`src/rtl/core/sensor_reply_packet_parser_core_defines.svh`:
```
// Assertion macros shared by the sensor reply packet parser RTL.
// Included by any module that carries concurrent checks; no other dependencies.
`ifndef SENSOR_REPLY_PACKET_PARSER_CORE_DEFINES_SVH
`define SENSOR_REPLY_PACKET_PARSER_CORE_DEFINES_SVH

`ifndef SYNTHESIS
// Clocked check, disabled while reset is asserted (reset active low).
`define SRPP_ASSERT(label, clk, rst_n, prop) \
    label: assert property (@(posedge clk) disable iff (!rst_n) prop) \
    else $error("srpp assertion failed");
// Clocked check that also holds during reset.
`define SRPP_ASSERT_ALWAYS(label, clk, prop) \
    label: assert property (@(posedge clk) prop) \
    else $error("srpp assertion failed");
`else
`define SRPP_ASSERT(label, clk, rst_n, prop)
`define SRPP_ASSERT_ALWAYS(label, clk, prop)
`endif

`endif

```
`src/rtl/core/srpp_pkg.sv`:
```
// Shared types and constants for the sensor reply packet parser.
// No dependencies; imported by every module of the block.
`default_nettype none

package srpp_pkg;

    // Configuration port
    localparam int APB_ADDR_W = 3;
    localparam int APB_DATA_W = 32;
    localparam logic REG_TIMEOUT = 1'b0;   // paddr[2] == 0: timeout_ms, read/write
    localparam logic REG_DEVADDR = 1'b1;   // paddr[2] == 1: device address, read only

    localparam logic [15:0] TIMEOUT_RESET  = 16'd500;
    localparam logic [31:0] DEVADDR_RESET  = 32'hFFFF_FFFF;

    // Packet framing
    localparam logic [7:0]  SYNC_FIRST   = 8'hEF;
    localparam logic [7:0]  SYNC_SECOND  = 8'h01;
    localparam int          MAX_PAYLOAD  = 64;
    localparam logic [15:0] LEN_OVERHEAD = 16'd2;
    localparam logic [15:0] LEN_MAX      = 16'(MAX_PAYLOAD) + LEN_OVERHEAD;

    typedef enum logic [1:0] {
        CMD_ARM     = 2'd0,
        CMD_BYTE    = 2'd1,
        CMD_TICK    = 2'd2,
        CMD_OVERRUN = 2'd3
    } cmd_t;

    typedef enum logic [3:0] {
        PH_IDLE    = 4'd0,
        PH_HUNT    = 4'd1,
        PH_ADDR0   = 4'd2,
        PH_ADDR1   = 4'd3,
        PH_ADDR2   = 4'd4,
        PH_ADDR3   = 4'd5,
        PH_ID      = 4'd6,
        PH_LEN_HI  = 4'd7,
        PH_LEN_LO  = 4'd8,
        PH_PAYLOAD = 4'd9,
        PH_CK_HI   = 4'd10,
        PH_CK_LO   = 4'd11
    } phase_t;

    localparam logic KIND_PAYLOAD = 1'b0;
    localparam logic KIND_STATUS  = 1'b1;

    localparam logic [1:0] ST_OK      = 2'd0;
    localparam logic [1:0] ST_INVALID = 2'd1;
    localparam logic [1:0] ST_TIMEOUT = 2'd2;

    typedef struct packed {
        logic        kind;
        logic [7:0]  payload_byte;
        logic [5:0]  payload_index;
        logic [1:0]  status;
        logic [31:0] source_address;
        logic [7:0]  packet_kind;
        logic [6:0]  payload_length;
    } result_t;

endpackage

`default_nettype wire

```
`src/rtl/core/srpp_apb.sv`:
```
// APB register file: timeout_ms (read/write) and stored device address (read only).
// Depends on srpp_pkg.
`default_nettype none

module srpp_apb
    import srpp_pkg::*;
(
    input  wire logic                  clk,
    input  wire logic                  rst_n,
    input  wire logic                  psel,
    input  wire logic                  penable,
    input  wire logic                  pwrite,
    input  wire logic [APB_ADDR_W-1:0] paddr,
    input  wire logic [APB_DATA_W-1:0] pwdata,
    output logic      [APB_DATA_W-1:0] prdata,
    output logic                       pready,
    input  wire logic [31:0]           device_address,
    output logic      [15:0]           timeout_ms
);

    logic [15:0] timeout_reg;
    logic [15:0] timeout_next;
    logic        wr_en;

    assign pready = 1'b1;
    assign wr_en  = psel && penable && pwrite;

    // Low address bits are ignored; paddr[2] picks the register.
    always_comb
    begin
        timeout_next = timeout_reg;
        if (wr_en && (paddr[2] == REG_TIMEOUT))
        begin
            timeout_next = pwdata[15:0];
        end
    end

    always_ff @(posedge clk or negedge rst_n)
    begin
        if (!rst_n)
        begin
            timeout_reg <= TIMEOUT_RESET;
        end
        else
        begin
            timeout_reg <= timeout_next;
        end
    end

    always_comb
    begin
        case (paddr[2])
            REG_TIMEOUT: prdata = {16'h0000, timeout_reg};
            REG_DEVADDR: prdata = device_address;
            default:     prdata = '0;
        endcase
    end

    assign timeout_ms = timeout_reg;

endmodule

`default_nettype wire

```
`src/rtl/core/srpp_parser.sv`:
```
// Packet parser state and one-item step logic: sync hunt, header, payload, checksum.
// Depends on srpp_pkg; the step result is combinational and registered by the top level.
`default_nettype none

module srpp_parser
    import srpp_pkg::*;
(
    input  wire logic        clk,
    input  wire logic        rst_n,
    input  wire logic        fire,
    input  wire cmd_t        cmd,
    input  wire logic [7:0]  data_byte,
    input  wire logic [15:0] timeout_ms,
    output logic             res_valid,
    output result_t          res,
    output logic [31:0]      device_address
);

    phase_t      phase_reg,    phase_next;
    logic [7:0]  prev_reg,     prev_next;
    logic [31:0] addr_reg,     addr_next;
    logic [7:0]  id_reg,       id_next;
    logic [15:0] length_reg,   length_next;
    logic [6:0]  seen_reg,     seen_next;
    logic [15:0] sum_reg,      sum_next;
    logic [7:0]  ck_hi_reg,    ck_hi_next;
    logic [15:0] ticks_reg,    ticks_next;
    logic [31:0] devaddr_reg,  devaddr_next;

    logic [15:0] len_minus;
    logic [15:0] new_len;
    logic [15:0] sum_plus;
    logic [6:0]  seen_inc;

    assign len_minus = length_reg - LEN_OVERHEAD;
    assign new_len   = {length_reg[15:8], data_byte};
    assign sum_plus  = sum_reg + {8'h00, data_byte};
    assign seen_inc  = seen_reg + 7'd1;

    always_comb
    begin
        phase_next   = phase_reg;
        prev_next    = prev_reg;
        addr_next    = addr_reg;
        id_next      = id_reg;
        length_next  = length_reg;
        seen_next    = seen_reg;
        sum_next     = sum_reg;
        ck_hi_next   = ck_hi_reg;
        ticks_next   = ticks_reg;
        devaddr_next = devaddr_reg;

        res_valid          = 1'b0;
        res.kind           = KIND_PAYLOAD;
        res.payload_byte   = 8'h00;
        res.payload_index  = 6'd0;
        res.status         = ST_OK;
        res.source_address = addr_reg;
        res.packet_kind    = id_reg;
        // Length is reported only once it has been accepted.
        res.payload_length = (phase_reg >= PH_PAYLOAD) ? len_minus[6:0] : 7'd0;

        if (fire)
        begin
            if (cmd == CMD_ARM)
            begin
                phase_next  = PH_HUNT;
                prev_next   = 8'h00;
                addr_next   = 32'h0;
                id_next     = 8'h00;
                length_next = 16'h0;
                seen_next   = 7'd0;
                sum_next    = 16'h0;
                ck_hi_next  = 8'h00;
                ticks_next  = 16'h0;
            end
            else if (phase_reg != PH_IDLE)
            begin
                case (cmd)
                    CMD_BYTE:
                    begin
                        case (phase_reg)
                            PH_HUNT:
                            begin
                                if ((prev_reg == SYNC_FIRST) && (data_byte == SYNC_SECOND))
                                begin
                                    phase_next = PH_ADDR0;
                                end
                                else
                                begin
                                    prev_next = data_byte;
                                end
                            end
                            PH_ADDR0:
                            begin
                                addr_next  = {addr_reg[23:0], data_byte};
                                phase_next = PH_ADDR1;
                            end
                            PH_ADDR1:
                            begin
                                addr_next  = {addr_reg[23:0], data_byte};
                                phase_next = PH_ADDR2;
                            end
                            PH_ADDR2:
                            begin
                                addr_next  = {addr_reg[23:0], data_byte};
                                phase_next = PH_ADDR3;
                            end
                            PH_ADDR3:
                            begin
                                addr_next  = {addr_reg[23:0], data_byte};
                                phase_next = PH_ID;
                            end
                            PH_ID:
                            begin
                                id_next    = data_byte;
                                sum_next   = sum_plus;
                                phase_next = PH_LEN_HI;
                            end
                            PH_LEN_HI:
                            begin
                                length_next = {data_byte, 8'h00};
                                sum_next    = sum_plus;
                                phase_next  = PH_LEN_LO;
                            end
                            PH_LEN_LO:
                            begin
                                length_next = new_len;
                                sum_next    = sum_plus;
                                if ((new_len < LEN_OVERHEAD) || (new_len > LEN_MAX))
                                begin
                                    res_valid  = 1'b1;
                                    res.kind   = KIND_STATUS;
                                    res.status = ST_INVALID;
                                    phase_next = PH_IDLE;
                                end
                                else
                                begin
                                    seen_next  = 7'd0;
                                    phase_next = (new_len == LEN_OVERHEAD) ? PH_CK_HI
                                                                           : PH_PAYLOAD;
                                end
                            end
                            PH_PAYLOAD:
                            begin
                                sum_next          = sum_plus;
                                res_valid         = 1'b1;
                                res.payload_byte  = data_byte;
                                res.payload_index = seen_reg[5:0];
                                seen_next         = seen_inc;
                                if ({9'h000, seen_inc} >= len_minus)
                                begin
                                    phase_next = PH_CK_HI;
                                end
                            end
                            PH_CK_HI:
                            begin
                                ck_hi_next = data_byte;
                                phase_next = PH_CK_LO;
                            end
                            PH_CK_LO:
                            begin
                                res_valid  = 1'b1;
                                res.kind   = KIND_STATUS;
                                phase_next = PH_IDLE;
                                if ({ck_hi_reg, data_byte} == sum_reg)
                                begin
                                    res.status   = ST_OK;
                                    devaddr_next = addr_reg;
                                end
                                else
                                begin
                                    res.status = ST_INVALID;
                                end
                            end
                            default:
                            begin
                                phase_next = PH_IDLE;
                            end
                        endcase
                    end
                    CMD_TICK:
                    begin
                        if (ticks_reg >= timeout_ms)
                        begin
                            res_valid  = 1'b1;
                            res.kind   = KIND_STATUS;
                            res.status = ST_TIMEOUT;
                            phase_next = PH_IDLE;
                        end
                        else
                        begin
                            ticks_next = ticks_reg + 16'd1;
                        end
                    end
                    CMD_OVERRUN:
                    begin
                        res_valid  = 1'b1;
                        res.kind   = KIND_STATUS;
                        res.status = ST_INVALID;
                        phase_next = PH_IDLE;
                    end
                    default:
                    begin
                        phase_next = phase_reg;
                    end
                endcase
            end
        end
    end

    always_ff @(posedge clk or negedge rst_n)
    begin
        if (!rst_n)
        begin
            phase_reg   <= PH_IDLE;
            prev_reg    <= 8'h00;
            addr_reg    <= 32'h0;
            id_reg      <= 8'h00;
            length_reg  <= 16'h0;
            seen_reg    <= 7'd0;
            sum_reg     <= 16'h0;
            ck_hi_reg   <= 8'h00;
            ticks_reg   <= 16'h0;
            devaddr_reg <= DEVADDR_RESET;
        end
        else
        begin
            phase_reg   <= phase_next;
            prev_reg    <= prev_next;
            addr_reg    <= addr_next;
            id_reg      <= id_next;
            length_reg  <= length_next;
            seen_reg    <= seen_next;
            sum_reg     <= sum_next;
            ck_hi_reg   <= ck_hi_next;
            ticks_reg   <= ticks_next;
            devaddr_reg <= devaddr_next;
        end
    end

    assign device_address = devaddr_reg;

endmodule

`default_nettype wire

```
`src/rtl/core/sensor_reply_packet_parser_core.sv`:
```
// Sensor reply packet parser: top level with input register, parser and result register.
// Depends on srpp_pkg, srpp_apb, srpp_parser and the assertion macro header.
//
// Each input item is one event of a reply read: arm, received byte, 1 ms tick or
// receive overrun. An arm starts a read: the parser hunts for the sync pair
// 0xEF 0x01, then takes a 4-byte big-endian address, an id byte and a 16-bit
// length; length minus two payload bytes follow, each delivered as a result
// item (kind 0) as it arrives, then a 16-bit checksum that must match the sum
// of id, length bytes and payload. Every read ends in one status item (kind 1):
// ok, invalid (bad length, checksum or overrun) or timeout (more ticks than
// timeout_ms since arm). Arm during a read drops that read silently; events
// while idle are ignored. Throughput is one item per clock while the output
// is not stalled: an accepted item sits in the input register, the parser
// state and its result are computed in the cycle it is processed and the
// result lands in the output register. in_stall rises only while the output
// register holds a result that is being stalled and a further item waits in
// the input register. Configuration sits on the APB port: offset 0x0 is
// timeout_ms (read/write, reset 500), offset 0x4 returns the device address
// stored by the last good packet (read only, reset all ones). Write
// timeout_ms only while no read is in flight.
`default_nettype none
`include "sensor_reply_packet_parser_core_defines.svh"

module sensor_reply_packet_parser_core
    import srpp_pkg::*;
(
    input  wire logic                  clk,
    input  wire logic                  rst_n,
    // event input channel
    input  wire logic                  in_valid,
    output logic                       in_stall,
    input  wire logic [1:0]            command,
    input  wire logic [7:0]            data_byte,
    // result channel
    output logic                       out_valid,
    input  wire logic                  out_stall,
    output logic                       kind,
    output logic      [7:0]            payload_byte,
    output logic      [5:0]            payload_index,
    output logic      [1:0]            status,
    output logic      [31:0]           source_address,
    output logic      [7:0]            packet_kind,
    output logic      [6:0]            payload_length,
    // configuration
    input  wire logic                  psel,
    input  wire logic                  penable,
    input  wire logic                  pwrite,
    input  wire logic [APB_ADDR_W-1:0] paddr,
    input  wire logic [APB_DATA_W-1:0] pwdata,
    output logic      [APB_DATA_W-1:0] prdata,
    output logic                       pready
);

    logic        in_valid_reg, in_valid_next;
    cmd_t        in_cmd_reg;
    logic [7:0]  in_byte_reg;
    logic        out_valid_reg, out_valid_next;
    result_t     out_res_reg;

    logic        advance;     // output side can take a new result this cycle
    logic        fire;        // item in the input register is processed
    logic        in_take;
    logic        res_valid;
    result_t     res;
    logic [15:0] timeout_ms;
    logic [31:0] device_address;

    assign advance  = !out_valid_reg || !out_stall;
    assign fire     = in_valid_reg && advance;
    assign in_stall = in_valid_reg && !advance;
    assign in_take  = in_valid && !in_stall;

    srpp_apb u_apb (
        .clk            (clk),
        .rst_n          (rst_n),
        .psel           (psel),
        .penable        (penable),
        .pwrite         (pwrite),
        .paddr          (paddr),
        .pwdata         (pwdata),
        .prdata         (prdata),
        .pready         (pready),
        .device_address (device_address),
        .timeout_ms     (timeout_ms)
    );

    srpp_parser u_parser (
        .clk            (clk),
        .rst_n          (rst_n),
        .fire           (fire),
        .cmd            (in_cmd_reg),
        .data_byte      (in_byte_reg),
        .timeout_ms     (timeout_ms),
        .res_valid      (res_valid),
        .res            (res),
        .device_address (device_address)
    );

    // Input register: refills whenever its item moves on or it is empty.
    always_comb
    begin
        in_valid_next = in_valid_reg;
        if (in_take)
        begin
            in_valid_next = 1'b1;
        end
        else if (fire)
        begin
            in_valid_next = 1'b0;
        end
    end

    // Result register: valid loads on every processed item, data only with a result; holds while stalled.
    always_comb
    begin
        if (fire)
        begin
            out_valid_next = res_valid;
        end
        else
        begin
            out_valid_next = out_valid_reg && out_stall;
        end
    end

    always_ff @(posedge clk or negedge rst_n)
    begin
        if (!rst_n)
        begin
            in_valid_reg  <= 1'b0;
            out_valid_reg <= 1'b0;
        end
        else
        begin
            in_valid_reg  <= in_valid_next;
            out_valid_reg <= out_valid_next;
        end
    end

    always_ff @(posedge clk)
    begin
        if (in_take)
        begin
            in_cmd_reg  <= cmd_t'(command);
            in_byte_reg <= data_byte;
        end
        if (fire && res_valid)
        begin
            out_res_reg <= res;
        end
    end

    assign out_valid      = out_valid_reg;
    assign kind           = out_res_reg.kind;
    assign payload_byte   = out_res_reg.payload_byte;
    assign payload_index  = out_res_reg.payload_index;
    assign status         = out_res_reg.status;
    assign source_address = out_res_reg.source_address;
    assign packet_kind    = out_res_reg.packet_kind;
    assign payload_length = out_res_reg.payload_length;

    // A result produced by the parser is presented on the next cycle.
    `SRPP_ASSERT(a_result_registered, clk, rst_n, fire && res_valid |=> out_valid_reg)
    // An item waiting in the input register is never dropped.
    `SRPP_ASSERT(a_item_kept, clk, rst_n, in_valid_reg && !fire |=> in_valid_reg)
    // Taking a new item into a full input register needs the old one to move on.
    `SRPP_ASSERT(a_no_overwrite, clk, rst_n, in_take && in_valid_reg |-> fire)
    // Payload items always carry an ok status field.
    `SRPP_ASSERT(a_payload_status, clk, rst_n, out_valid_reg && out_res_reg.kind == KIND_PAYLOAD |-> out_res_reg.status == ST_OK)

endmodule

`default_nettype wire

```
`config.mk`:
```
export PLATFORM = sky130hd
export DESIGN_NAME = sensor_reply_packet_parser_core
export DESIGN_NICKNAME = d
export VERILOG_FILES = /design/src/rtl/core/srpp_pkg.sv /design/src/rtl/core/srpp_apb.sv /design/src/rtl/core/srpp_parser.sv /design/src/rtl/core/sensor_reply_packet_parser_core.sv
export VERILOG_INCLUDE_DIRS = /design/src /design/src/rtl/core
export SDC_FILE = /design/constraint.sdc
export NUM_CORES = 1
export LEC_CHECK = 0
export BUFFER_PORTS_ARGS = -buffer_cell sky130_fd_sc_hd__buf_2
export CAP_MARGIN = 20
export CORE_ASPECT_RATIO = 1.5
export CORE_MARGIN = 2
export CORE_UTILIZATION = 48
export CTS_CLUSTER_DIAMETER = 200
export DETAILED_ROUTE_END_ITERATION = 10
export PLACE_DENSITY_LB_ADDON = 0.25
export SETUP_SLACK_MARGIN = 0.5
export SLEW_MARGIN = 20
export SYNTH_ARGS = -nofsm -noshare
export SYNTH_HDL_FRONTEND = slang
export SYNTH_SLANG_ARGS = --single-unit
```
`constraint.sdc`:
```
create_clock -name clk -period 4.5 [get_ports clk]
set_input_delay 0 -clock clk [delete_from_list [all_inputs] [get_ports clk]]
set_output_delay 0 -clock clk [all_outputs]
set_load 0.01 [all_outputs]
```
=== After elaboration in Yosys (flattened, before gate mapping) ===
Cells that the tools add are included.
Widths: inputs -> output; s select.

* Word-level logic and storage cells: 170
* Register bits: 239
* Output and inout bits: 99
* Bits of input ports: 52

* Reductions and logical operators: 46
* Order comparisons: 5
* Add/subtract/negate cells: 4
* Equal/unequal tests: 25
* Multiplexer cells: 61
* Bitwise gates (word level): 6

{| class="wikitable"
|+ Operators with widths
! cell !! number
|-
| $mux 16 || 11
|-
| $mux 32 || 4
|-
| $mux 8 || 13
|-
| $pmux 32 s2 || 1
|-
| $pmux 4 s10 || 1
|-
| $pmux 16 s2 || 1
|-
| $mux 7 || 4
|-
| $mux 4 || 6
|-
| $reduce_and 4->1 || 6
|-
| $reduce_bool 2->1 || 10
|-
| $add 16x1->16 const B || 1
|-
| $add 16x8->16 || 1
|-
| $eq 16x16->1 || 1
|-
| $eq 16x2->1 const B || 1
|-
| $eq 4x3->1 const B || 4
|-
| $eq 4x4->1 const B || 4
|-
| $ge 16x16->1 || 1
|-
| $ge 7x16->1 || 1
|-
| $gt 16x7->1 const B || 1
|-
| $lt 16x2->1 const B || 1
|-
| $sub 16x2->16 const B || 1
|-
| $reduce_and 5->1 || 3
|-
| $pmux 7 s2 || 1
|-
| $pmux 4 s3 || 1
|-
| other kinds (30) || 68
|}

=== Logic depth before layout (Yosys ltp) ===
Gate-level depths: netlist of the first run.

* Word-level depth: 9
* Mapped depth: 10

=== By module ===
From an unflattened synthesis of the first run, not the netlist that was laid out.

* Cells, all modules: 956
* Area, all modules: 11287.1 µm²

{| class="wikitable"
|+ Modules (own cells, without submodules)
! module !! cells an instance !! instances !! area each (µm²) !! sequential area each (µm²)
|-
| srpp_parser || 799 || 1 || 7988.9 || 3718.6
|-
| sensor_reply_packet_parser_core || 85 || 1 || 2321.0 || 2272.2
|-
| srpp_apb || 72 || 1 || 977.2 || 407.9
|}

=== Least setup slack after synthesis of the first run ===
OpenSTA, ideal clock, no wires.

* Path kind: register to register
* Start point: reg in_cmd_reg[0]
* End point: reg out_res_reg (netlist bit kind) (enable)
* Path slack: 605 ps
* Data arrival time: 3462 ps
* Library setup time: 432 ps
* Stages on the path, launching flop included: 9
* Cells stage by stage: edfxtp_1 inv_1 ha_1 clkbuf_1 nor3_1 nand2_1 nor3_1 clkbuf_1 nand2b_1

* Word-level cells in the longest chain between the ends: 6
* Elaborated cells on any way between the ends: 9

{| class="wikitable"
|+ Ends and longest elaborated chain
! element !! RTL line !! text
|-
| start: declaration || sensor_reply_packet_parser_core.sv:55 || <nowiki>cmd_t in_cmd_reg;</nowiki>
|-
| start signal: assignment || sensor_reply_packet_parser_core.sv:144 || <nowiki>in_cmd_reg <= cmd_t'(command);</nowiki>
|-
| $eq 2x2->1 or $eq 2x1->1 (tied branches) || srpp_parser.sv:79 || <nowiki>case (cmd)</nowiki>
|-
| $pmux 1 s3 || srpp_parser.sv:79 ||
|-
| $mux 1 || srpp_parser.sv:77 || <nowiki>else if (phase_reg != PH_IDLE)</nowiki>
|-
| $mux 1 (*) || srpp_parser.sv:65 || <nowiki>if (cmd == CMD_ARM)</nowiki>
|-
| $mux 1 (*) || srpp_parser.sv:63 || <nowiki>if (fire)</nowiki>
|-
| $logic_and 1x1->1 (*) || sensor_reply_packet_parser_core.sv:147 || <nowiki>if (fire && res_valid)</nowiki>
|-
| end signal: assignment || sensor_reply_packet_parser_core.sv:149 || <nowiki>out_res_reg <= res;</nowiki>
|-
| end: declaration || sensor_reply_packet_parser_core.sv:58 || <nowiki>result_t out_res_reg;</nowiki>
|}

Mark *: on every way between the ends. The rest lies on a longest branch, timed or not.
A chain may end at the register's enable or synchronous reset.

=== Worst setup path after layout of the first run ===
* Start point: reg u_parser.ticks_reg[4]
* End point: reg out_res_reg (netlist bit source_address[31]) (enable)

* Word-level cells in the longest chain between the ends: 7

{| class="wikitable"
|+ Ends and longest elaborated chain
! element !! RTL line !! text
|-
| start: declaration || srpp_parser.sv:27 || <nowiki>logic [15:0] ticks_reg, ticks_next;</nowiki>
|-
| start signal: assignment || srpp_parser.sv:237 || <nowiki>ticks_reg <= ticks_next;</nowiki>
|-
| $ge 16x16->1 || srpp_parser.sv:184 || <nowiki>if (ticks_reg >= timeout_ms)</nowiki>
|-
| $mux 1 || srpp_parser.sv:184 ||
|-
| $pmux 1 s3 || srpp_parser.sv:79 ||
|-
| $mux 1 || srpp_parser.sv:77 ||
|-
| $mux 1 || srpp_parser.sv:65 ||
|-
| $mux 1 || srpp_parser.sv:63 ||
|-
| $logic_and 1x1->1 || sensor_reply_packet_parser_core.sv:147 ||
|}

Every way passes these cells.

==> impl_metrics.json, run 1 <==
{
  "clock_tree.root_cell": "sky130_fd_sc_hd__clkbuf_16",
  "io_buffer_count": 131,
  "holdCritPathClass": "primary input to async pin",
  "accumulated_negative_setup_slack_ns": 0,
  "max-slew-margin-rel_pct": 33.9,
  "critPathSlowestCell": "sky130_fd_sc_hd__a2111oi_4",
  "layout-area-overhead-vs-synth_pct": 18.0,
  "drc": 0,
  "cp.arrival_ns": 3.29,
  "drt_pre_antenna_iters": 5,
  "netlist-cell-type-count": 75,
  "layout_commonest_cell": "sky130_fd_sc_hd__buf_2",
  "cts-buffers-inserted": 24,
  "worst_path_dominant_cell_family": "compound AO/OA/AOI/OAI gates",
  "leakage_uw": 0.00581,
  "max_clock_freq_ghz": 0.322,
  "first_iter_violations": 555,
  "worst_pin_slew_ns": 0.992,
  "final-instance-count-excl-fill": 1405,
  "worst_setup_slack_post_dpl_ns": 1.43,
  "post-place-cells": 1331,
  "grt_setup_unrepaired": "false",
  "synth_flop_cell": "sky130_fd_sc_hd__dfrtp_1",
  "routedWlPerCell_um": 18.3,
  "p_per_area_nw_per_um2": 444,
  "min_period_over_period_pct": 69.1,
  "routed_via_density": 5.58,
  "timing.final.max_slew_violations": 0,
  "ffs_w_async_s_r_synth_pct": 69.0,
  "tritoncts": "done",
  "cap_violations": 0,
  "fin_ws_ns": 1.39,
  "ys_seq_area_share_pct": 57.5,
  "gp_congestion": 0.912,
  "synth_nets": 1038,
  "finalNetCount": 1198,
  "number_of_global_route_vias_before_repair": 7807,
  "post_synth.cell_area_avg_um2": 11.8,
  "start_util_pct": 48.7,
  "largest_net_degree_at_the_start_of_global_routing": 104,
  "post_dp_cell_area_um2": 12100,
  "top_level_ports": 151,
  "worst-r2r-cell-count": 7,
  "cts-htree-levels": 1,
  "synthesis.yosys.warnings": 0,
  "antenna_left": 0,
  "finalWirelength_mm": 25.7,
  "cells_along_the_critical_path": "ha_1 > o21ai_0 > a2111oi_4 > a21o_1 > a22oi_1 > nand2b_2 > buf_12",
  "grt_usage_pct": 21.3,
  "timing.final.hold_violations": 0,
  "synth_area_um2": 11100,
  "hpwl_mm": 17.4,
  "layout.cell_area.non_filler_um2": 13100,
  "synthCells": 947,
  "totalPowerFinal_uw": 5830,
  "path_class": "flop to flop",
  "num_vias": 7842,
  "cts.sinks": 239,
  "max-clock-path-buffers": 3,
  "slowest_delay_ns": 0.71,
  "setup_violations": 0,
  "drive_gt1_share_pct": 25.3,
  "synth_edf_count": 74,
  "cp.depth": 7,
  "grt_remaining_overflow": 0,
  "chipHeight_um": 191,
  "finClkSkew_ns": 0.0139,
  "top_library_cells_by_usage_in_the_layout_fill_and_taps_aside": "130 x sky130_fd_sc_hd__buf_2, 127 x sky130_fd_sc_hd__dfrtp_1, 86 x sky130_fd_sc_hd__nand2_1",
  "placement_rows": 68,
  "dieWidth_um": 128,
  "worst-endpoint-required_ns": 4.68,
  "outcome": "finished clean",
  "antenna_found_initial": 0,
  "clkLatencyLatePin_ns": 0.52,
  "cp.buffers_inverters": 1,
  "ctsResizeCount": 0,
  "global_route_wire_length_before_repair_mm": 41.2,
  "startpoint_type": "flop",
  "floorplan.die_area_um2": 24500,
  "worst-path-max-fanout": 64,
  "irDropWorstVdd_uv": 308,
  "ys_seq_elements": 239,
  "antenna-diode-count": 0,
  "layout_min_cycle_time_ns": 3.11,
  "path_clk_slew_ns": 0.07,
  "critical_path_end_type": "flop",
  "fp.coreArea_um2": 22900
}
==> synth_stat cells (6+ instances only) <==
master                       n  share of area, %
sky130_fd_sc_hd__a21o_1      7              0.47
sky130_fd_sc_hd__clkbuf_1   25              0.84
sky130_fd_sc_hd__buf_2       9              0.40
sky130_fd_sc_hd__inv_1      39               1.3
sky130_fd_sc_hd__and3_1      6              0.34
sky130_fd_sc_hd__ha_1       38               4.3
sky130_fd_sc_hd__nor3_1     17              0.76
sky130_fd_sc_hd__o21ai_0    71               3.2
sky130_fd_sc_hd__edfxtp_1   74                20
sky130_fd_sc_hd__a22o_1     36               2.8
sky130_fd_sc_hd__nand2_1    86               2.9
sky130_fd_sc_hd__or4_1       6              0.40
sky130_fd_sc_hd__nand2b_1   38               2.1
sky130_fd_sc_hd__mux2i_1    11              0.99
sky130_fd_sc_hd__dfrtp_1   127                29
sky130_fd_sc_hd__xor2_1      8              0.63
sky130_fd_sc_hd__dfstp_2    38               9.0
sky130_fd_sc_hd__or3_1       8              0.45
sky130_fd_sc_hd__o21ai_1     7              0.31
sky130_fd_sc_hd__a211oi_1    7              0.47
sky130_fd_sc_hd__a21oi_1    31               1.4
sky130_fd_sc_hd__nand3_1    19              0.85
sky130_fd_sc_hd__xnor2_1    24               1.9
sky130_fd_sc_hd__mux2_2     51               5.2
sky130_fd_sc_hd__nor2_1     37               1.2
sky130_fd_sc_hd__nor4_1     15              0.84
sky130_fd_sc_hd__and2_1     35               2.0
==> per-layer routing <==
metal | vias to the layer above | global-route usage (%) | share of wire (%)
met3 | 48 | 2.08 | 3.6
li1 | 3756 | - | -
met4 | 0 | 7.69 | 3.0
met1 | 3816 | 26.4 | 41
met2 | 222 | 38.5 | 52
met5 | - | 0 | 0
==> layout make-up <==
type / count / area (um^2)
inverters: 39 / 146
clock buffers: 28 / 616
clock inverters: 16 / 130
repair buffers: 169 / 1030
well taps: 280 / 350
flip-flops and latches: 239 / 6400
multi-input cells: 634 / 4460
fillers: 1898 / 9750
==> timing repair <==
action / CTS / global route
endpoints found under the hold margin: 113 / 0
setup endpoints to repair: 0 / 0
setup buffers: 0 / 0
hold buffers: 30 / 0
==> worst reg2reg max path, stage by stage, from the launching register on <==
cell                        delay [ns]
sky130_fd_sc_hd__dfrtp_1          0.52
sky130_fd_sc_hd__ha_1             0.34
sky130_fd_sc_hd__o21ai_0          0.15
sky130_fd_sc_hd__a2111oi_4        0.71
sky130_fd_sc_hd__a21o_1           0.32
sky130_fd_sc_hd__a22oi_1          0.21
sky130_fd_sc_hd__nand2b_2         0.16
sky130_fd_sc_hd__buf_12           0.31
==> kinds of logic after synthesis <==
kind of cell,after synthesis,share of synthesized area (%)
XOR/XNOR,32,2.52
other,1,0.0337
flip-flops,239,57.5
adder cells (fa/ha/maj),39,4.45
multiplexers,62,6.15
buffers and inverters,74,2.63
AND/OR/NAND/NOR,300,14.4
AO/OA/AOI/OAI,200,12.3
==> stage by stage <==
| stage | util (%) | hold WS [ns] |
|---|---|---|
| floorplan | - | -0.296 |
| detailed placement | 52.8 | 0.178 |
| global placement | 52.8 | 0.177 |
| CTS | 57.4 | 0.166 |
| global route | 57.4 | 0.180 |
| finish | 57.4 | 0.186 |
==> worst paths after layout <==
path	start	endpoint	slack (ns)
worst max-delay path	u_parser.ticks_reg[4]$_DFFE_PN0P_	source_address[31]$_DFFE_PP_	1.39
worst min-delay path	rst_n	u_apb.timeout_ms[1]$_DFFE_PN0P_	0.19
worst max register to register	u_parser.ticks_reg[4]$_DFFE_PN0P_	source_address[31]$_DFFE_PP_	1.39
worst min register to register	u_parser.id_reg[7]$_DFFE_PN0P_	packet_kind[7]$_DFFE_PP_	0.46
max in group asynchronous	rst_n	u_parser.device_address[12]$_DFFE_PN1P_	3.17
min in group clk	command[1]	in_cmd_reg[1]$_DFFE_PP_	0.19
==> power by group <==
part           total [uW]  switching (uW)  internal [uW]  leakage [uW]
clock network        1900             846           1050      0.000359
logic                1010             597            415       0.00267
registers            2920             314           2610       0.00278
No activity file was read; power rests on OpenSTA's default activity.
==> run 2, diff against run 1 <==
Settings changed: ABC_AREA from default to 1.
Clock period 4.5 ns to 3 ns, I/O delays scaled along.
==> run 2 against run 1 <==
  * Die area up 2.5%
  * Flip-flop and latch count unchanged
  * Cell count up 25%
  * Cell area up 3.6%
  * Non-clock buffer count up 11
  * Sequential share of layout area down 1.7 points
  * Global-route usage up 0.98 points
  * Routed wire length up 7.8%
  * Synthesized cell count up 33%
  * Combinational power rose to 2.7 times the previous value
  * Clock-buffer cell count up 2
  * Largest cell class unchanged
==> impl_metrics.json, run 2 <==
{
  "synth-compound-area-share_pct": 10.4,
  "grt_usage_pct": 22.3,
  "worst_setup_slack_post_dpl_ns": 0.470,
  "worst-path-max-fanout": 27,
  "path_class": "flop to flop",
  "cts.sinks": 239,
  "finalNetCount": 1517,
  "synth_edf_count": 74,
  "timing.final.max_slew_violations": 0,
  "cts-htree-levels": 1,
  "finClkSkew_ns": 0.0175,
  "cts-buffers-inserted": 23,
  "io_buffer_count": 131,
  "yosys-top-cells-count": "256 x sky130_fd_sc_hd__nand2_1, 173 x sky130_fd_sc_hd__inv_1, 127 x sky130_fd_sc_hd__dfrtp_1, 127 x sky130_fd_sc_hd__nor2_1, 77 x sky130_fd_sc_hd__nand3_1",
  "drt_pre_antenna_iters": 5,
  "startpoint_type": "flop",
  "chipHeight_um": 193,
  "grt_setup_unrepaired": "true",
  "tritoncts": "done",
  "worst-endpoint-required_ns": 3.26,
  "num_vias": 9006,
  "finish.utilization_pct": 57.7,
  "layout_commonest_cell": "sky130_fd_sc_hd__nand2_1",
  "clock_tree.root_cell": "sky130_fd_sc_hd__clkbuf_16",
  "routedWlPerCell_um": 15.7,
  "p_per_area_nw_per_um2": 746,
  "top_level_ports": 151,
  "synthCells": 1260,
  "slowest_delay_ns": 0.41,
  "grt_remaining_overflow": 0,
  "worst_pin_slew_ns": 0.693,
  "layout.cell_area.non_filler_um2": 13600,
  "path_clk_slew_ns": 0.06,
  "max_clock_freq_ghz": 0.423,
  "grt_util_met3_pct": 2.51,
  "antenna-diode-count": 0,
  "ff_latch_area_um2": 6400,
  "number_of_global_route_vias_before_repair": 8934,
  "largest_net_degree_at_the_start_of_global_routing": 72,
  "finalWirelength_mm": 27.7,
  "synth_flop_cell": "sky130_fd_sc_hd__dfrtp_1",
  "ffs_w_async_s_r_synth_pct": 69.0,
  "yosys.area_share.xor_xnor_pct": 2.07,
  "top_library_cells_by_usage_in_the_layout_fill_and_taps_aside": "255 x sky130_fd_sc_hd__nand2_1, 171 x sky130_fd_sc_hd__inv_1, 130 x sky130_fd_sc_hd__buf_2",
  "min_period_over_period_pct": 78.8,
  "critical_path_end_type": "flop",
  "final-instance-count-excl-fill": 1762,
  "synthDominantAreaCellType": "sky130_fd_sc_hd__dfrtp_1",
  "critPathSlowestCell": "sky130_fd_sc_hd__dfrtp_1",
  "post_dp_cell_area_um2": 12400,
  "synth_nets": 1351,
  "dieWidth_um": 130,
  "fp.coreArea_um2": 23600,
  "start_util_pct": 48.5,
  "clkLatencyLatePin_ns": 0.52,
  "routing_layer_with_the_top_usage_in_global_route": "met2",
  "num-fill-cells": 2073,
  "synth_fa_ha_area_share_pct": 4.34,
  "floorplan.die_area_um2": 25100,
  "max-clock-path-buffers": 3,
  "antenna_left": 0,
  "antenna_found_initial": 0,
  "drc": 0,
  "max-slew-margin-rel_pct": 53.5,
  "layout-area-overhead-vs-synth_pct": 19.1,
  "first_iter_violations": 596,
  "outcome": "finished clean",
  "cells_along_the_critical_path": "nor2_2 > inv_1 > nor2_1 > nand4_1 > nor2_1 > nand2_1 > nand2_1 > o21ai_0 > o21ai_2 > nand3_4 > buf_16",
  "yosys.area_share.simple_pct": 19.4,
  "routed_via_density": 5.11,
  "global_route_wire_length_before_repair_mm": 44.2,
  "area_used_by_multi_input_combinational_logic_um2": 4200,
  "grt.met2_usage_pct": 40.7,
  "holdCritPathClass": "primary input to async pin",
  "synth.top_cells.by_area": "sky130_fd_sc_hd__dfrtp_1 28%, sky130_fd_sc_hd__edfxtp_1 19%, sky130_fd_sc_hd__dfstp_2 8.7%",
  "accumulated_negative_setup_slack_ns": 0,
  "ys_seq_elements": 239,
  "combinational_family_with_the_most_area_after_synthesis": "simple AND/OR/NAND/NOR gates",
  "leakage_uw": 0.00637,
  "placement_rows": 69,
  "synthesis.yosys.warnings": 0,
  "cp.arrival_ns": 2.63,
  "post-synth-top-area-fraction_pct": 27.8,
  "post-place-cells": 1685,
  "gp_congestion": 0.917,
  "setup_violations": 0,
  "synth_most_common_cell": "sky130_fd_sc_hd__nand2_1",
  "fin_ws_ns": 0.635,
  "global_route.usage.met1_pct": 26.9,
  "drive_gt1_share_pct": 18.4,
  "netlist-cell-type-count": 52,
  "timing.final.hold_violations": 0,
  "hpwl_mm": 19.5,
  "synth_area_um2": 11400,
  "irDropWorstVdd_uv": 502,
  "cap_violations": 0,
  "synth.mux.area_fraction_pct": 0,
  "ys_seq_area_share_pct": 56.0,
  "post_synth.cell_area_avg_um2": 9.07,
  "layout_min_cycle_time_ns": 2.37
}
[run 2: cell count changes after synthesis, moves of 35 or more]
cell,delta
sky130_fd_sc_hd__and2_1,-35
sky130_fd_sc_hd__o21ai_1,+56
sky130_fd_sc_hd__nor2_1,+90
sky130_fd_sc_hd__inv_1,+134
sky130_fd_sc_hd__nand3_1,+58
sky130_fd_sc_hd__mux2_2,-51
sky130_fd_sc_hd__nand2b_1,-38
sky130_fd_sc_hd__nand2_1,+170
[run 2: cells by family (layout without fill, tap and decap cells)]
group / Yosys count / in the layout
fa+ha+maj: 39 / 39
xor+xnor: 27 / 27
other cells: 1 / 1
simple gates: 516 / 516
compound gates: 218 / 218
flops: 239 / 239
buf+inv: 220 / 403
[run 2: where the power goes]
part	internal [uW]	switching, uW
Sequential	4110	500
Combinational	1010	1670
Clock	1610	1250
[run 2: worst paths after layout]
check,slack (ns),start,cells past startpoint,to
max,0.63,u_parser.length_reg[10]$_DFFE_PN0P_,11,payload_index[0]$_SDFFCE_PP0P_
min,0.03,rst_n,2,u_parser.addr_reg[25]$_DFFE_PN0P_
max reg2reg,0.63,u_parser.length_reg[10]$_DFFE_PN0P_,11,payload_index[0]$_SDFFCE_PP0P_
min reg2reg,0.44,u_parser.addr_reg[28]$_DFFE_PN0P_,0,source_address[28]$_DFFE_PP_
max in group asynchronous,2.05,rst_n,3,u_parser.device_address[10]$_DFFE_PN1P_
min in group clk,0.04,pwrite,3,u_apb.timeout_ms[5]$_DFFE_PN1P_
[run 2: area by class of cell]
type | count | share of cell area, %
Multi-Input combinational cell | 801 | 30.9
Clock buffer | 30 | 4.73
Inverter | 181 | 5.03
Sequential cell | 239 | 47.0
Tap cell | 319 | 2.93
Timing Repair Buffer | 180 | 8.70
Clock inverter | 12 | 0.699
[run 2: layer usage]
layer | vias to the layer above | wire length, um
met5 | - | 0
met1 | 4234 | 11400
met2 | 256 | 14200
met4 | 0 | 947
li1 | 4457 | -
met3 | 59 | 1170
[run 2: per-stage QoR]
step                      hold WS (ns)  power (uW)
final                           0.0328       10100
after global routing            0.0884       10800
after CTS                       0.0243       10200
after detailed placement        0.0421        7220
after global placement          0.0337        7130
after floorplan                 -0.296        6460
[run 2: what timing repair did]
action                                  in CTS  in global routing
endpoints found under the hold margin       90                  0
hold buffers                                31                  0
endpoints found under the setup margin      56                118
buffers inserted                             0                  2
resized for setup                            3                 19
pin swaps                                    0                  0
cloned                                       0                  2
[run 2: worst max-delay path, delay by kind of cell (launching register included)]
kind                   cells  cell delay [ns]
AO/OA/AOI/OAI              2             0.34
buffers and inverters      2             0.31
flip-flops                 1             0.41
AND/OR/NAND/NOR            7             1.02
